[src/rtl/core/rac_pkg.sv]
// rac_pkg: shared types, status codes and state encodings for the radix
// arithmetic converter. No dependencies.
package rac_pkg;

   localparam logic [7:0] OP_ADD = 8'h2B;
   localparam logic [7:0] OP_SUB = 8'h2D;
   localparam logic [7:0] OP_MUL = 8'h2A;
   localparam logic [7:0] OP_DIV = 8'h2F;

   localparam logic [2:0] ST_OK        = 3'd0;
   localparam logic [2:0] ST_BAD_OP    = 3'd1;
   localparam logic [2:0] ST_BAD_BASE  = 3'd2;
   localparam logic [2:0] ST_BAD_DIGIT = 3'd3;
   localparam logic [2:0] ST_DIV_ZERO  = 3'd4;
   localparam logic [2:0] ST_NEGATIVE  = 3'd5;
   localparam logic [2:0] ST_OVERFLOW  = 3'd6;

   localparam int unsigned NUMERAL_DIGITS = 19;
   localparam logic [30:0] RESULT_MAX     = 31'h7FFF_FFFF;

   typedef struct packed {
      logic [7:0]  func;
      logic [3:0]  in_base;
      logic [29:0] operand_a;
      logic [29:0] operand_b;
      logic [3:0]  out_base;
   } req_type;

   typedef struct packed {
      logic [2:0]  status;
      logic [29:0] value_a;
      logic [29:0] value_b;
      logic [30:0] result_value;
      logic [63:0] result_numeral;
   } rsp_type;

   typedef enum logic [3:0] {
      S_IDLE,
      S_CHECK,
      S_DEC_A,
      S_DEC_B,
      S_MUL,
      S_DIV,
      S_RANGE,
      S_ENC,
      S_DONE
   } state_type;

endpackage

[src/rtl/core/rac_digit_divider.sv]
// rac_digit_divider: restoring shift-subtract divider, one quotient bit per
// cycle. Depends on nothing but its ports.
module rac_digit_divider #(
   parameter int W = 31
) (
   input  logic         clock,
   input  logic         reset,
   input  logic         start,
   input  logic [W-1:0] dividend,
   input  logic [W-1:0] divisor,
   output logic         done,
   output logic [W-1:0] quotient,
   output logic [W-1:0] remainder
);
   localparam int CW = $clog2(W + 1);

   logic [W-1:0]  quot_ff, quot_in;
   logic [W-1:0]  rem_ff, rem_in;
   logic [W-1:0]  dvs_ff, dvs_in;
   logic [CW-1:0] cnt_ff, cnt_in;
   logic          run_ff, run_in;
   logic          done_ff, done_in;
   logic [W:0]    trial;
   logic [W:0]    diff;

   always_comb begin
      quot_in = quot_ff;
      rem_in  = rem_ff;
      dvs_in  = dvs_ff;
      cnt_in  = cnt_ff;
      run_in  = run_ff;
      done_in = 1'b0;
      trial   = {rem_ff, quot_ff[W-1]};
      diff    = trial - {1'b0, dvs_ff};
      if (start) begin
         quot_in = dividend;
         rem_in  = '0;
         dvs_in  = divisor;
         cnt_in  = CW'(W);
         run_in  = 1'b1;
      end else if (run_ff) begin
         if (!diff[W]) begin
            rem_in = diff[W-1:0];
         end else begin
            rem_in = trial[W-1:0];
         end
         quot_in = {quot_ff[W-2:0], ~diff[W]};
         cnt_in  = cnt_ff - CW'(1);
         if (cnt_ff == CW'(1)) begin
            run_in  = 1'b0;
            done_in = 1'b1;
         end
      end
   end

   always_ff @(posedge clock) begin
      quot_ff <= quot_in;
      rem_ff  <= rem_in;
      dvs_ff  <= dvs_in;
      cnt_ff  <= cnt_in;
      if (reset) begin
         run_ff  <= 1'b0;
         done_ff <= 1'b0;
      end else begin
         run_ff  <= run_in;
         done_ff <= done_in;
      end
   end

   assign done      = done_ff;
   assign quotient  = quot_ff;
   assign remainder = rem_ff;
endmodule

[src/rtl/core/radix_arithmetic_converter_core.sv]
// radix_arithmetic_converter_core: top level of the radix converter.
// Depends on rac_pkg and rac_digit_divider.
//
// Usage: drive req (a packed rac_pkg::req_type word) and pulse start while
// busy is low; the word is taken at that edge. busy stays high until the
// response. The result word appears on rsp for exactly one cycle with
// rsp_valid high; the receiver cannot stall it and must take it then.
//
// Latency per word is data dependent. One shared 31-bit divider (one bit
// per cycle) does all the digit work. Each operand digit costs one divide
// by ten (at most OPERAND_DIGITS per operand, plus a final step per
// operand to finish), the multiply runs bit-serially over the 30
// multiplier bits, a '/' costs one divide, and each output digit costs
// one divide by out_base (at most 19 digits, plus a final step to finish
// or flag overflow). A bad operator, base or digit count is caught in
// S_CHECK and answered from S_DONE without any divide. Words are
// processed one at a time; the next one is taken from the strobe cycle.
//
// Reset (synchronous, active high) returns the sequencer to idle and drops
// busy and rsp_valid; no word in flight is answered.
module radix_arithmetic_converter_core #(
   parameter int OPERAND_DIGITS = 9
) (
   input  logic             clock,
   input  logic             reset,
   input  logic             start,
   input  rac_pkg::req_type req,
   output logic             busy,
   output logic             rsp_valid,
   output rac_pkg::rsp_type rsp
);
   // operand limit 10^OPERAND_DIGITS, elaboration time
   localparam longint unsigned OP_LIMIT = 64'(10) ** OPERAND_DIGITS;
   // digit count spans both operands
   localparam int DC = $clog2(2 * OPERAND_DIGITS + 1);

   rac_pkg::state_type state_ff, state_in;
   rac_pkg::req_type   req_ff, req_in;
   rac_pkg::rsp_type   rsp_ff, rsp_in;
   logic               valid_ff, valid_in;

   logic [30:0] num_ff, num_in;       // numeral being consumed
   logic [31:0] acc_ff, acc_in;       // decoded value / product
   logic [31:0] wt_ff, wt_in;         // place weight in in_base
   logic [29:0] va_ff, va_in;
   logic [29:0] vb_ff, vb_in;
   logic [30:0] res_ff, res_in;
   logic [63:0] enc_ff, enc_in;       // numeral being built
   logic [63:0] place_ff, place_in;
   logic [4:0]  cnt_ff, cnt_in;       // mul bits / encoded digit count
   logic [DC-1:0] dig_ff, dig_in;
   logic        wait_ff, wait_in;     // divide in flight
   logic [61:0] mul_ff, mul_in;       // shifted multiplicand
   logic [2:0]  err_ff, err_in;

   logic        div_start;
   logic [30:0] div_n, div_d, div_q, div_r;
   logic        div_done;

   rac_digit_divider #(.W(31)) u_div (
      .clock    (clock),
      .reset    (reset),
      .start    (div_start),
      .dividend (div_n),
      .divisor  (div_d),
      .done     (div_done),
      .quotient (div_q),
      .remainder(div_r)
   );

   function automatic logic base_ok(input logic [3:0] b);
      return (b >= 4'd2) && (b <= 4'd10);
   endfunction

   always_comb begin
      logic [63:0] sum;
      logic [35:0] prod;
      state_in  = state_ff;
      req_in    = req_ff;
      rsp_in    = rsp_ff;
      valid_in  = 1'b0;
      num_in    = num_ff;
      acc_in    = acc_ff;
      wt_in     = wt_ff;
      va_in     = va_ff;
      vb_in     = vb_ff;
      res_in    = res_ff;
      enc_in    = enc_ff;
      place_in  = place_ff;
      cnt_in    = cnt_ff;
      dig_in    = dig_ff;
      wait_in   = wait_ff;
      mul_in    = mul_ff;
      err_in    = err_ff;
      div_start = 1'b0;
      div_n     = num_ff;
      div_d     = 31'd10;
      sum       = '0;
      prod      = '0;
      unique case (state_ff)
         rac_pkg::S_IDLE: begin
            if (start) begin
               req_in   = req;
               state_in = rac_pkg::S_CHECK;
            end
         end
         rac_pkg::S_CHECK: begin
            acc_in  = '0;
            wt_in   = 32'd1;
            dig_in  = '0;
            wait_in = 1'b0;
            num_in  = {1'b0, req_ff.operand_a};
            if (req_ff.func != rac_pkg::OP_ADD && req_ff.func != rac_pkg::OP_SUB &&
                req_ff.func != rac_pkg::OP_MUL && req_ff.func != rac_pkg::OP_DIV) begin
               err_in   = rac_pkg::ST_BAD_OP;
               state_in = rac_pkg::S_DONE;
            end else if (!base_ok(req_ff.in_base) || !base_ok(req_ff.out_base)) begin
               err_in   = rac_pkg::ST_BAD_BASE;
               state_in = rac_pkg::S_DONE;
            end else if (64'(req_ff.operand_a) >= OP_LIMIT ||
                         64'(req_ff.operand_b) >= OP_LIMIT) begin
               err_in   = rac_pkg::ST_BAD_DIGIT;
               state_in = rac_pkg::S_DONE;
            end else begin
               err_in   = rac_pkg::ST_OK;
               state_in = rac_pkg::S_DEC_A;
            end
         end
         rac_pkg::S_DEC_A, rac_pkg::S_DEC_B: begin
            // one decimal digit per divide by ten
            if (!wait_ff) begin
               if (num_ff == '0) begin
                  acc_in = '0;
                  wt_in  = 32'd1;
                  if (state_ff == rac_pkg::S_DEC_A) begin
                     va_in    = acc_ff[29:0];
                     num_in   = {1'b0, req_ff.operand_b};
                     state_in = rac_pkg::S_DEC_B;
                  end else begin
                     vb_in = acc_ff[29:0];
                     priority if (req_ff.func == rac_pkg::OP_MUL) begin
                        acc_in   = '0;
                        mul_in   = {32'd0, va_ff};
                        cnt_in   = 5'd30;
                        state_in = rac_pkg::S_MUL;
                     end else if (req_ff.func == rac_pkg::OP_DIV) begin
                        if (acc_ff[29:0] == '0) begin
                           err_in   = rac_pkg::ST_DIV_ZERO;
                           state_in = rac_pkg::S_DONE;
                        end else begin
                           state_in = rac_pkg::S_DIV;
                        end
                     end else if (req_ff.func == rac_pkg::OP_SUB) begin
                        if (acc_ff[29:0] > va_ff) begin
                           err_in   = rac_pkg::ST_NEGATIVE;
                           state_in = rac_pkg::S_DONE;
                        end else begin
                           acc_in   = 32'(va_ff - acc_ff[29:0]);
                           state_in = rac_pkg::S_RANGE;
                        end
                     end else begin
                        acc_in   = 32'(va_ff) + 32'(acc_ff[29:0]);
                        state_in = rac_pkg::S_RANGE;
                     end
                  end
               end else begin
                  div_start = 1'b1;
                  wait_in   = 1'b1;
               end
            end else if (div_done) begin
               wait_in = 1'b0;
               if (div_r[3:0] >= req_ff.in_base) begin
                  err_in   = rac_pkg::ST_BAD_DIGIT;
                  state_in = rac_pkg::S_DONE;
               end else begin
                  prod   = 36'(wt_ff) * 36'(div_r[3:0]);
                  acc_in = acc_ff + prod[31:0];
                  wt_in  = 32'(36'(wt_ff) * 36'(req_ff.in_base));
                  num_in = div_q;
                  dig_in = dig_ff + DC'(1);
               end
            end
         end
         rac_pkg::S_MUL: begin
            // shift-add, one multiplier bit per cycle; acc saturates past range
            if (vb_ff[5'd30 - cnt_ff]) begin
               sum = {32'd0, acc_ff} + {2'd0, mul_ff};
               acc_in = (sum > 64'hFFFF_FFFF) ? 32'hFFFF_FFFF : sum[31:0];
            end
            if (mul_ff[61:32] != '0) begin
               mul_in = mul_ff;
            end else begin
               mul_in = {mul_ff[60:0], 1'b0};
            end
            cnt_in = cnt_ff - 5'd1;
            if (cnt_ff == 5'd1) begin
               state_in = rac_pkg::S_RANGE;
            end
         end
         rac_pkg::S_DIV: begin
            div_n = {1'b0, va_ff};
            div_d = {1'b0, vb_ff};
            if (!wait_ff) begin
               div_start = 1'b1;
               wait_in   = 1'b1;
            end else if (div_done) begin
               wait_in  = 1'b0;
               acc_in   = {1'b0, div_q};
               state_in = rac_pkg::S_RANGE;
            end
         end
         rac_pkg::S_RANGE: begin
            if (acc_ff > {1'b0, rac_pkg::RESULT_MAX}) begin
               err_in   = rac_pkg::ST_OVERFLOW;
               state_in = rac_pkg::S_DONE;
            end else begin
               res_in   = acc_ff[30:0];
               num_in   = acc_ff[30:0];
               enc_in   = '0;
               place_in = 64'd1;
               cnt_in   = '0;
               wait_in  = 1'b0;
               state_in = rac_pkg::S_ENC;
            end
         end
         rac_pkg::S_ENC: begin
            div_d = {27'd0, req_ff.out_base};
            if (!wait_ff) begin
               if (num_ff == '0) begin
                  state_in = rac_pkg::S_DONE;
               end else if (cnt_ff == 5'(rac_pkg::NUMERAL_DIGITS)) begin
                  err_in   = rac_pkg::ST_OVERFLOW;
                  state_in = rac_pkg::S_DONE;
               end else begin
                  div_start = 1'b1;
                  wait_in   = 1'b1;
               end
            end else if (div_done) begin
               wait_in = 1'b0;
               enc_in  = enc_ff + 64'(place_ff * 64'(div_r[3:0]));
               num_in  = div_q;
               cnt_in  = cnt_ff + 5'd1;
               if (cnt_ff + 5'd1 < 5'(rac_pkg::NUMERAL_DIGITS)) begin
                  place_in = {place_ff[60:0], 3'd0} + {place_ff[62:0], 1'b0};
               end
            end
         end
         rac_pkg::S_DONE: begin
            valid_in = 1'b1;
            rsp_in   = '0;
            rsp_in.status = err_ff;
            if (err_ff == rac_pkg::ST_OK) begin
               rsp_in.value_a        = va_ff;
               rsp_in.value_b        = vb_ff;
               rsp_in.result_value   = res_ff;
               rsp_in.result_numeral = enc_ff;
            end
            state_in = rac_pkg::S_IDLE;
         end
         default: state_in = rac_pkg::S_IDLE;
      endcase
   end

   always_ff @(posedge clock) begin
      req_ff   <= req_in;
      rsp_ff   <= rsp_in;
      num_ff   <= num_in;
      acc_ff   <= acc_in;
      wt_ff    <= wt_in;
      va_ff    <= va_in;
      vb_ff    <= vb_in;
      res_ff   <= res_in;
      enc_ff   <= enc_in;
      place_ff <= place_in;
      cnt_ff   <= cnt_in;
      dig_ff   <= dig_in;
      mul_ff   <= mul_in;
      err_ff   <= err_in;
      if (reset) begin
         state_ff <= rac_pkg::S_IDLE;
         valid_ff <= 1'b0;
         wait_ff  <= 1'b0;
      end else begin
         state_ff <= state_in;
         valid_ff <= valid_in;
         wait_ff  <= wait_in;
      end
   end

   assign busy      = (state_ff != rac_pkg::S_IDLE);
   assign rsp_valid = valid_ff;
   assign rsp       = rsp_ff;

`ifndef NO_ASSERTIONS
   // a response closes each word: sequencer is idle while rsp_valid is high
   a_rsp_idle: assert property (@(posedge clock) disable iff (reset)
      rsp_valid |-> !busy)
      else $error("response while busy");
   // accepting a word makes the block busy
   a_accept_busy: assert property (@(posedge clock) disable iff (reset)
      (start && !busy) |=> busy)
      else $error("accepted word did not raise busy");
   // errored responses carry a zero result numeral
   a_err_zero: assert property (@(posedge clock) disable iff (reset)
      (rsp_valid && rsp.status != rac_pkg::ST_OK) |-> (rsp.result_numeral == '0))
      else $error("error response with payload");
   // decoded digit count stays within 2*OPERAND_DIGITS (both operands) outside idle
   a_dig_bound: assert property (@(posedge clock) disable iff (reset)
      dig_ff <= DC'(2 * OPERAND_DIGITS) || state_ff == rac_pkg::S_IDLE)
      else $error("digit count out of range");
`endif
endmodule
[config.mk]
export PLATFORM = sky130hd
export DESIGN_NAME = radix_arithmetic_converter_core
export DESIGN_NICKNAME = d
export VERILOG_FILES = /design/src/rtl/core/rac_pkg.sv /design/src/rtl/core/rac_digit_divider.sv /design/src/rtl/core/radix_arithmetic_converter_core.sv
export SDC_FILE = /design/constraint.sdc
export NUM_CORES = 2
export LEC_CHECK = 0
export BUFFER_PORTS_ARGS = -buffer_cell sky130_fd_sc_hd__buf_2
export CORE_UTILIZATION = 45
export DETAILED_ROUTE_END_ITERATION = 8
export SYNTH_ARGS = -nofsm -noshare
export SYNTH_HDL_FRONTEND = slang
export SYNTH_SLANG_ARGS = --single-unit
export TNS_END_PERCENT = 10
[constraint.sdc]
create_clock -name clock -period 7.49 [get_ports clock]
set_input_delay 2.247 -clock clock [delete_from_list [all_inputs] [get_ports clock]]
set_output_delay 2.247 -clock clock [all_outputs]
set_load 0.02 [all_outputs]
-- Word level (Yosys, flattened, before mapping)
Cells that the tools add are included.
- bits in registers: 724
- input port bits: 79
- output and inout port bits: 160
- logic and storage cells: 263
- add/sub/neg operators: 11
- multiply operators: 3
- magnitude comparators: 12
- eq/ne operators: 47
- muxes and demuxes: 116
- bitwise logic cells: 5
- reduce and logical (&&, ||, !) cells: 39
- operators with widths (operator ; count):
    $mux 32 ; 17
    $mux 64 ; 7
    $mux 31 ; 12
    $mux 62 ; 5
    $pmux 64 s2 ; 2
    $add 64x64->64 ; 2
    $pmux 32 s4 ; 1
    $pmux 31 s4 ; 1
    $pmux 62 s2 ; 1
    $mux 4 ; 21
    $mul 32x4->32 ; 2
    $mul 64x4->64 ; 1
    $pmux 32 s2 ; 1
    $add 32x62->63 ; 1
    $gt 63x32->1 const B ; 1
    $ge 30x30->1 const B ; 2
    $pmux 30 s2 ; 1
    $mux 3 ; 14
    $mux 5 ; 7
    $add 32x32->32 ; 1
    $gt 32x31->1 const B ; 1
    $ne 2x2->1 const B ; 16
    $ne 8x6->1 const B ; 4
    $sub 32x31->32 ; 1
    52 further kinds ; 111

-- Logic depth before layout (Yosys ltp)
- word-level depth: 9
- mapped depth: 20
- mapped depth without buffers: 18

-- By module
From an unflattened synthesis, not the netlist that was laid out.
- cells, all modules: 5725
- area total of the unflattened synthesis: 56000.0 um2
- modules (own cells, without submodules) (module ; times used ; cells each ; area an instance (um2) ; sequential area each (um2)):
    radix_arithmetic_converter_core ; 1 ; 5133 ; 50005.5 ; 18677.9
    rac_digit_divider ; 1 ; 592 ; 5994.5 ; 2622.5

-- Worst setup path after synthesis
Ideal clock, no wire load.
- path type: register to register
- from: register cnt_ff[0]
- to: register place_ff[0] (enable)
- setup time: 602 ps
- data arrival time: 6789 ps
- data required time: 6888 ps
- path slack: 99 ps
- stages on the path, launching flop included: 9
- buffers on the path: 3
- period minus slack after synthesis: 7391 ps
- cell sequence: edfxtp_1 clkbuf_1 buf_1 inv_1 ha_1 clkbuf_1 a21oi_1 nand2_1 a311oi_1
- word-level cells in the longest chain between the ends: 4
- RTL lines (what ; line ; text):
    start, declared ; radix_arithmetic_converter_core.sv:50 ; logic [4:0] cnt_ff, cnt_in;
    start signal, assigned ; radix_arithmetic_converter_core.sv:275 ; cnt_ff <= cnt_in;
    $add 5x1->5 ; radix_arithmetic_converter_core.sv:243 ; if (cnt_ff + 5'd1 < 5'(rac_pkg::NUMERAL_DIGITS)) begin
    $lt 5x5->1 ; radix_arithmetic_converter_core.sv:243 ;
    $ne 2x2->1 (no source line) ; -- ;
    $reduce_and 5->1 (no source line) ; -- ;
    end signal, assigned ; radix_arithmetic_converter_core.sv:274 ; place_ff <= place_in;
    end, declared ; radix_arithmetic_converter_core.sv:49 ; logic [63:0] place_ff, place_in;
Every way passes these cells.
A chain may end at the register's enable or synchronous reset.

-- Worst setup path in the final report
- from: register u_div.rem_ff[3], in the netlist u_div.remainder[3]
- to: register enc_ff[62], data pin
- word-level cells in the longest chain between the ends: 5
- RTL lines (what ; line ; text):
    start, declared ; rac_digit_divider.sv:18 ; logic [W-1:0] rem_ff, rem_in;
    start signal, assigned ; rac_digit_divider.sv:58 ; rem_ff <= rem_in;
    $mul 64x4->64 ; radix_arithmetic_converter_core.sv:240 ; enc_in = enc_ff + 64'(place_ff * 64'(div_r[3:0]));
    $add 64x64->64 ; radix_arithmetic_converter_core.sv:240 ;
    $mux 64 ; radix_arithmetic_converter_core.sv:238 ; end else if (div_done) begin
    $mux 64 ; radix_arithmetic_converter_core.sv:228 ; if (!wait_ff) begin
    $pmux 64 s2 ; radix_arithmetic_converter_core.sv:100 ; unique case (state_ff)
    end signal, assigned ; radix_arithmetic_converter_core.sv:273 ; enc_ff <= enc_in;
    end, declared ; radix_arithmetic_converter_core.sv:48 ; logic [63:0] enc_ff, enc_in;
Every way passes these cells. The select of a mux whose other input is x is not followed.

==> results.json <==
{
  "layout_common_cells": "nand2_1 (825), edfxtp_1 (679), inv_1 (415)",
  "synth_edf_count": 679,
  "timing.hold.ws_ns": 0.488,
  "cts_setup_buffers": 0,
  "fmax_mhz": 159,
  "synth.ff_latch_count": 723,
  "synth_ff_type": "edfxtp_1",
  "tritoncts": "built",
  "clock_latency_ns": 0.73,
  "layout_commonest_cell": "nand2_1",
  "setup_tns_ns": 0,
  "grt-ovfl-total": 0,
  "nFillCells": 11400,
  "dr.pass1.iters": 9,
  "hold_path.class": "reg2reg",
  "die-area_mm2": 0.126,
  "finClkSkew_ns": 0.0629,
  "ys_async_sr_fraction_pct": 0,
  "clock_sinks": 723,
  "synth_seq_area_share_pct": 38.1,
  "post-route-period-util_pct": 83.8,
  "drive_above_1_share_pct": 8.96,
  "drt_iter0_drc": 4441,
  "reg2reg_from": "u_div.remainder[3]$_SDFFE_PP0P_",
  "viasPerCell": 5.92,
  "cts-hold-fix-buffers": 0,
  "postCtsResizedCells": 0,
  "place.gp.congestion": 0.978,
  "grt_pass1_wl_um": 266000,
  "ff2ff_setup_slack_ns": 1.21,
  "antenna_found_initial": 6,
  "endpoint_kind": "flip-flop",
  "rsz0062_at_grt": "false",
  "grt_max_degree": 89,
  "cts_root_buf": "clkbuf_16",
  "wl_um": 174000,
  "htree_num_levels": 3,
  "die_y_um": 354,
  "cp.required_ns": 7.95,
  "core_mm2": 0.123,
  "wire_per_inst_um": 22.9,
  "drc": 0,
  "hold_violations": 0,
  "r2r_cells": 18,
  "syn_nets": 6491,
  "maxSlewViolCount": 0,
  "tightest_slew_ns": 1.22,
  "outcome": "complete, no violations",
  "cts-buffers-inserted": 89,
  "fp.dieW_um": 354,
  "antenna_left": 0,
  "cts_buffer_depth": 3,
  "vias": 45000,
  "setup_viol": 0,
  "crit_type": "reg2reg",
  "post-route-min-period_ns": 6.28,
  "grt.total_usage_pct": 27.5,
  "ioPinCount": 239,
  "area_growth_pct": 10.9,
  "timing.rr.end": "enc_ff[62]$_SDFFCE_PN0P_",
  "grt_pass1_vias": 43200,
  "avgSynthCellArea_um2": 9.71,
  "start_util_pct": 45.6,
  "cap_violations": 0,
  "crit_end": "enc_ff[62]$_SDFFCE_PN0P_",
  "path_clk_slew_ns": 0.06,
  "syn_area_mm2": 0.0559,
  "max_slew_margin_pct": 18.3,
  "post-place-ws_ns": 1.17,
  "synth_cells": 5757,
  "crit_path_max_fanout": 50,
  "worstSetupStartpointType": "flip-flop",
  "nets": 6640,
  "placementRows": 128,
  "dp_hpwl_um": 129000,
  "cp_data_arrival_time_ns": 6.73,
  "ys_warn_count": 0,
  "synth.distinct_cells": 87,
  "io_buffers": 238,
  "setup_slack_ns": 1.21,
  "crit_start": "u_div.remainder[3]$_SDFFE_PP0P_"
}
==> cell families after synthesis <==
logic type      Yosys count  share of synthesized area, %
compound gates         1295                          15.3
xor+xnor                222                          3.48
fa+ha+maj               655                          19.1
buf+inv                 681                          4.62
flops                   723                          38.1
mux                      57                          1.21
simple gates           2124                          18.3
==> per-layer routing <==
| metal | global-route usage (%) | vias up | routed length, um |
|---|---|---|---|
| li1 | - | 20800 | - |
| met1 | 39.5 | 22200 | 78000 |
| met2 | 42.6 | 1732 | 78100 |
| met3 | 4.00 | 287 | 12500 |
| met4 | 8.75 | 0 | 5540 |
| met5 | 0 | - | 0 |
==> critical path, stage by stage, from the launching register on <==
cell	delay, ns
dfxtp_4	0.74
buf_4	0.53
nand2_1	0.15
fa_1	0.56
inv_1	0.05
fa_1	0.56
fa_1	0.43
ha_1	0.37
a21o_1	0.19
a21oi_1	0.15
nor3b_1	0.19
inv_1	0.08
o311a_1	0.36
o21ai_0	0.35
a21oi_1	0.22
a21oi_1	0.44
o21bai_1	0.20
a41oi_1	0.29
mux2i_1	0.10
==> area by class of cell <==
class	count	area [um2]	area share, %
Multi-Input combinational cell	4353	32200	51.9
Sequential cell	723	21300	34.3
Clock buffer	104	2290	3.70
Tap cell	1625	2030	3.28
Timing Repair Buffer	321	1810	2.93
Inverter	418	1570	2.54
Clock inverter	62	793	1.28
Antenna cell	3	7.51	0.0121
==> cell usage after synthesis, types with 10 or more instances <==
cell type	count	share of area [%]
nand2_1	826	5.5
edfxtp_1	679	36
inv_1	416	2.8
nor2_1	379	2.5
a21oi_1	358	3.2
and2_1	346	3.9
fa_1	330	12
ha_1	325	7.3
o21ai_0	236	2.1
clkbuf_1	235	1.6
a21o_1	136	1.8
xnor2_1	136	2.1
nand3_1	101	0.90
xor2_1	86	1.3
a31oi_1	84	0.94
nor3_1	78	0.70
nand4_1	69	0.77
and3_1	66	0.74
nand2b_1	55	0.62
o21a_1	55	0.74
o21bai_1	47	0.63
mux2i_1	46	0.82
dfxtp_1	44	1.6
nor4_1	40	0.45
a211oi_1	38	0.51
a222oi_1	38	0.68
o31ai_1	33	0.44
nor2b_1	30	0.34
o211ai_1	30	0.40
or3_1	30	0.34
a22oi_1	24	0.32
a221o_1	21	0.38
or2_2	20	0.22
nor3b_1	18	0.24
or4_1	18	0.24
a211o_1	16	0.25
and4_1	16	0.25
o31a_1	15	0.24
o221ai_1	14	0.22
a21boi_0	12	0.16
buf_1	12	0.081
a221oi_1	11	0.17
a311oi_1	11	0.17
buf_2	10	0.090
nand3b_1	10	0.13
==> per-stage QoR <==
stage,std cells,util [%],cell area [um2]
global placement,7440,48.1,58900
CTS,7606,50.6,62000
finish,7609,50.6,62000
global route,7607,50.6,62000
detailed placement,7440,48.1,58900
floorplan,5757,-,55900
==> sequential cells by signal, summed over array words and instances (netlist names), 30 cells and up <==
name and count:
place_ff 64, u_div.dvs_ff 30, req_ff 76, wt_ff 32, res_ff 31, u_div.quotient 31
va_ff 30, vb_ff 30, acc_ff 32, enc_ff 64, u_div.remainder 31, mul_ff 62
rsp 158, num_ff 31
==> how the worst min path moves through the flow <==
stage | start | endpoint | slack [ns] | cells past startpoint
after CTS | u_div.remainder[28]$_SDFFE_PP0P_ | u_div.remainder[29]$_SDFFE_PP0P_ | 0.49 | 2
final | u_div.remainder[28]$_SDFFE_PP0P_ | u_div.remainder[29]$_SDFFE_PP0P_ | 0.49 | 2
after floorplan | err_ff[2]$_DFFE_PP_ | rsp[157]$_DFFE_PP_ | 0.43 | 0
after global routing | u_div.remainder[15]$_SDFFE_PP0P_ | u_div.remainder[16]$_SDFFE_PP0P_ | 0.52 | 2
after detailed placement | u_div.cnt_ff[4]$_SDFFE_PP1P_ | u_div.cnt_ff[4]$_SDFFE_PP1P_ | 0.48 | 2
after global placement | u_div.cnt_ff[4]$_SDFFE_PP1P_ | u_div.cnt_ff[4]$_SDFFE_PP1P_ | 0.48 | 2
Power is not shown: default switching activity piles up to over one toggle a cycle in this logic, so the estimate is an artifact.
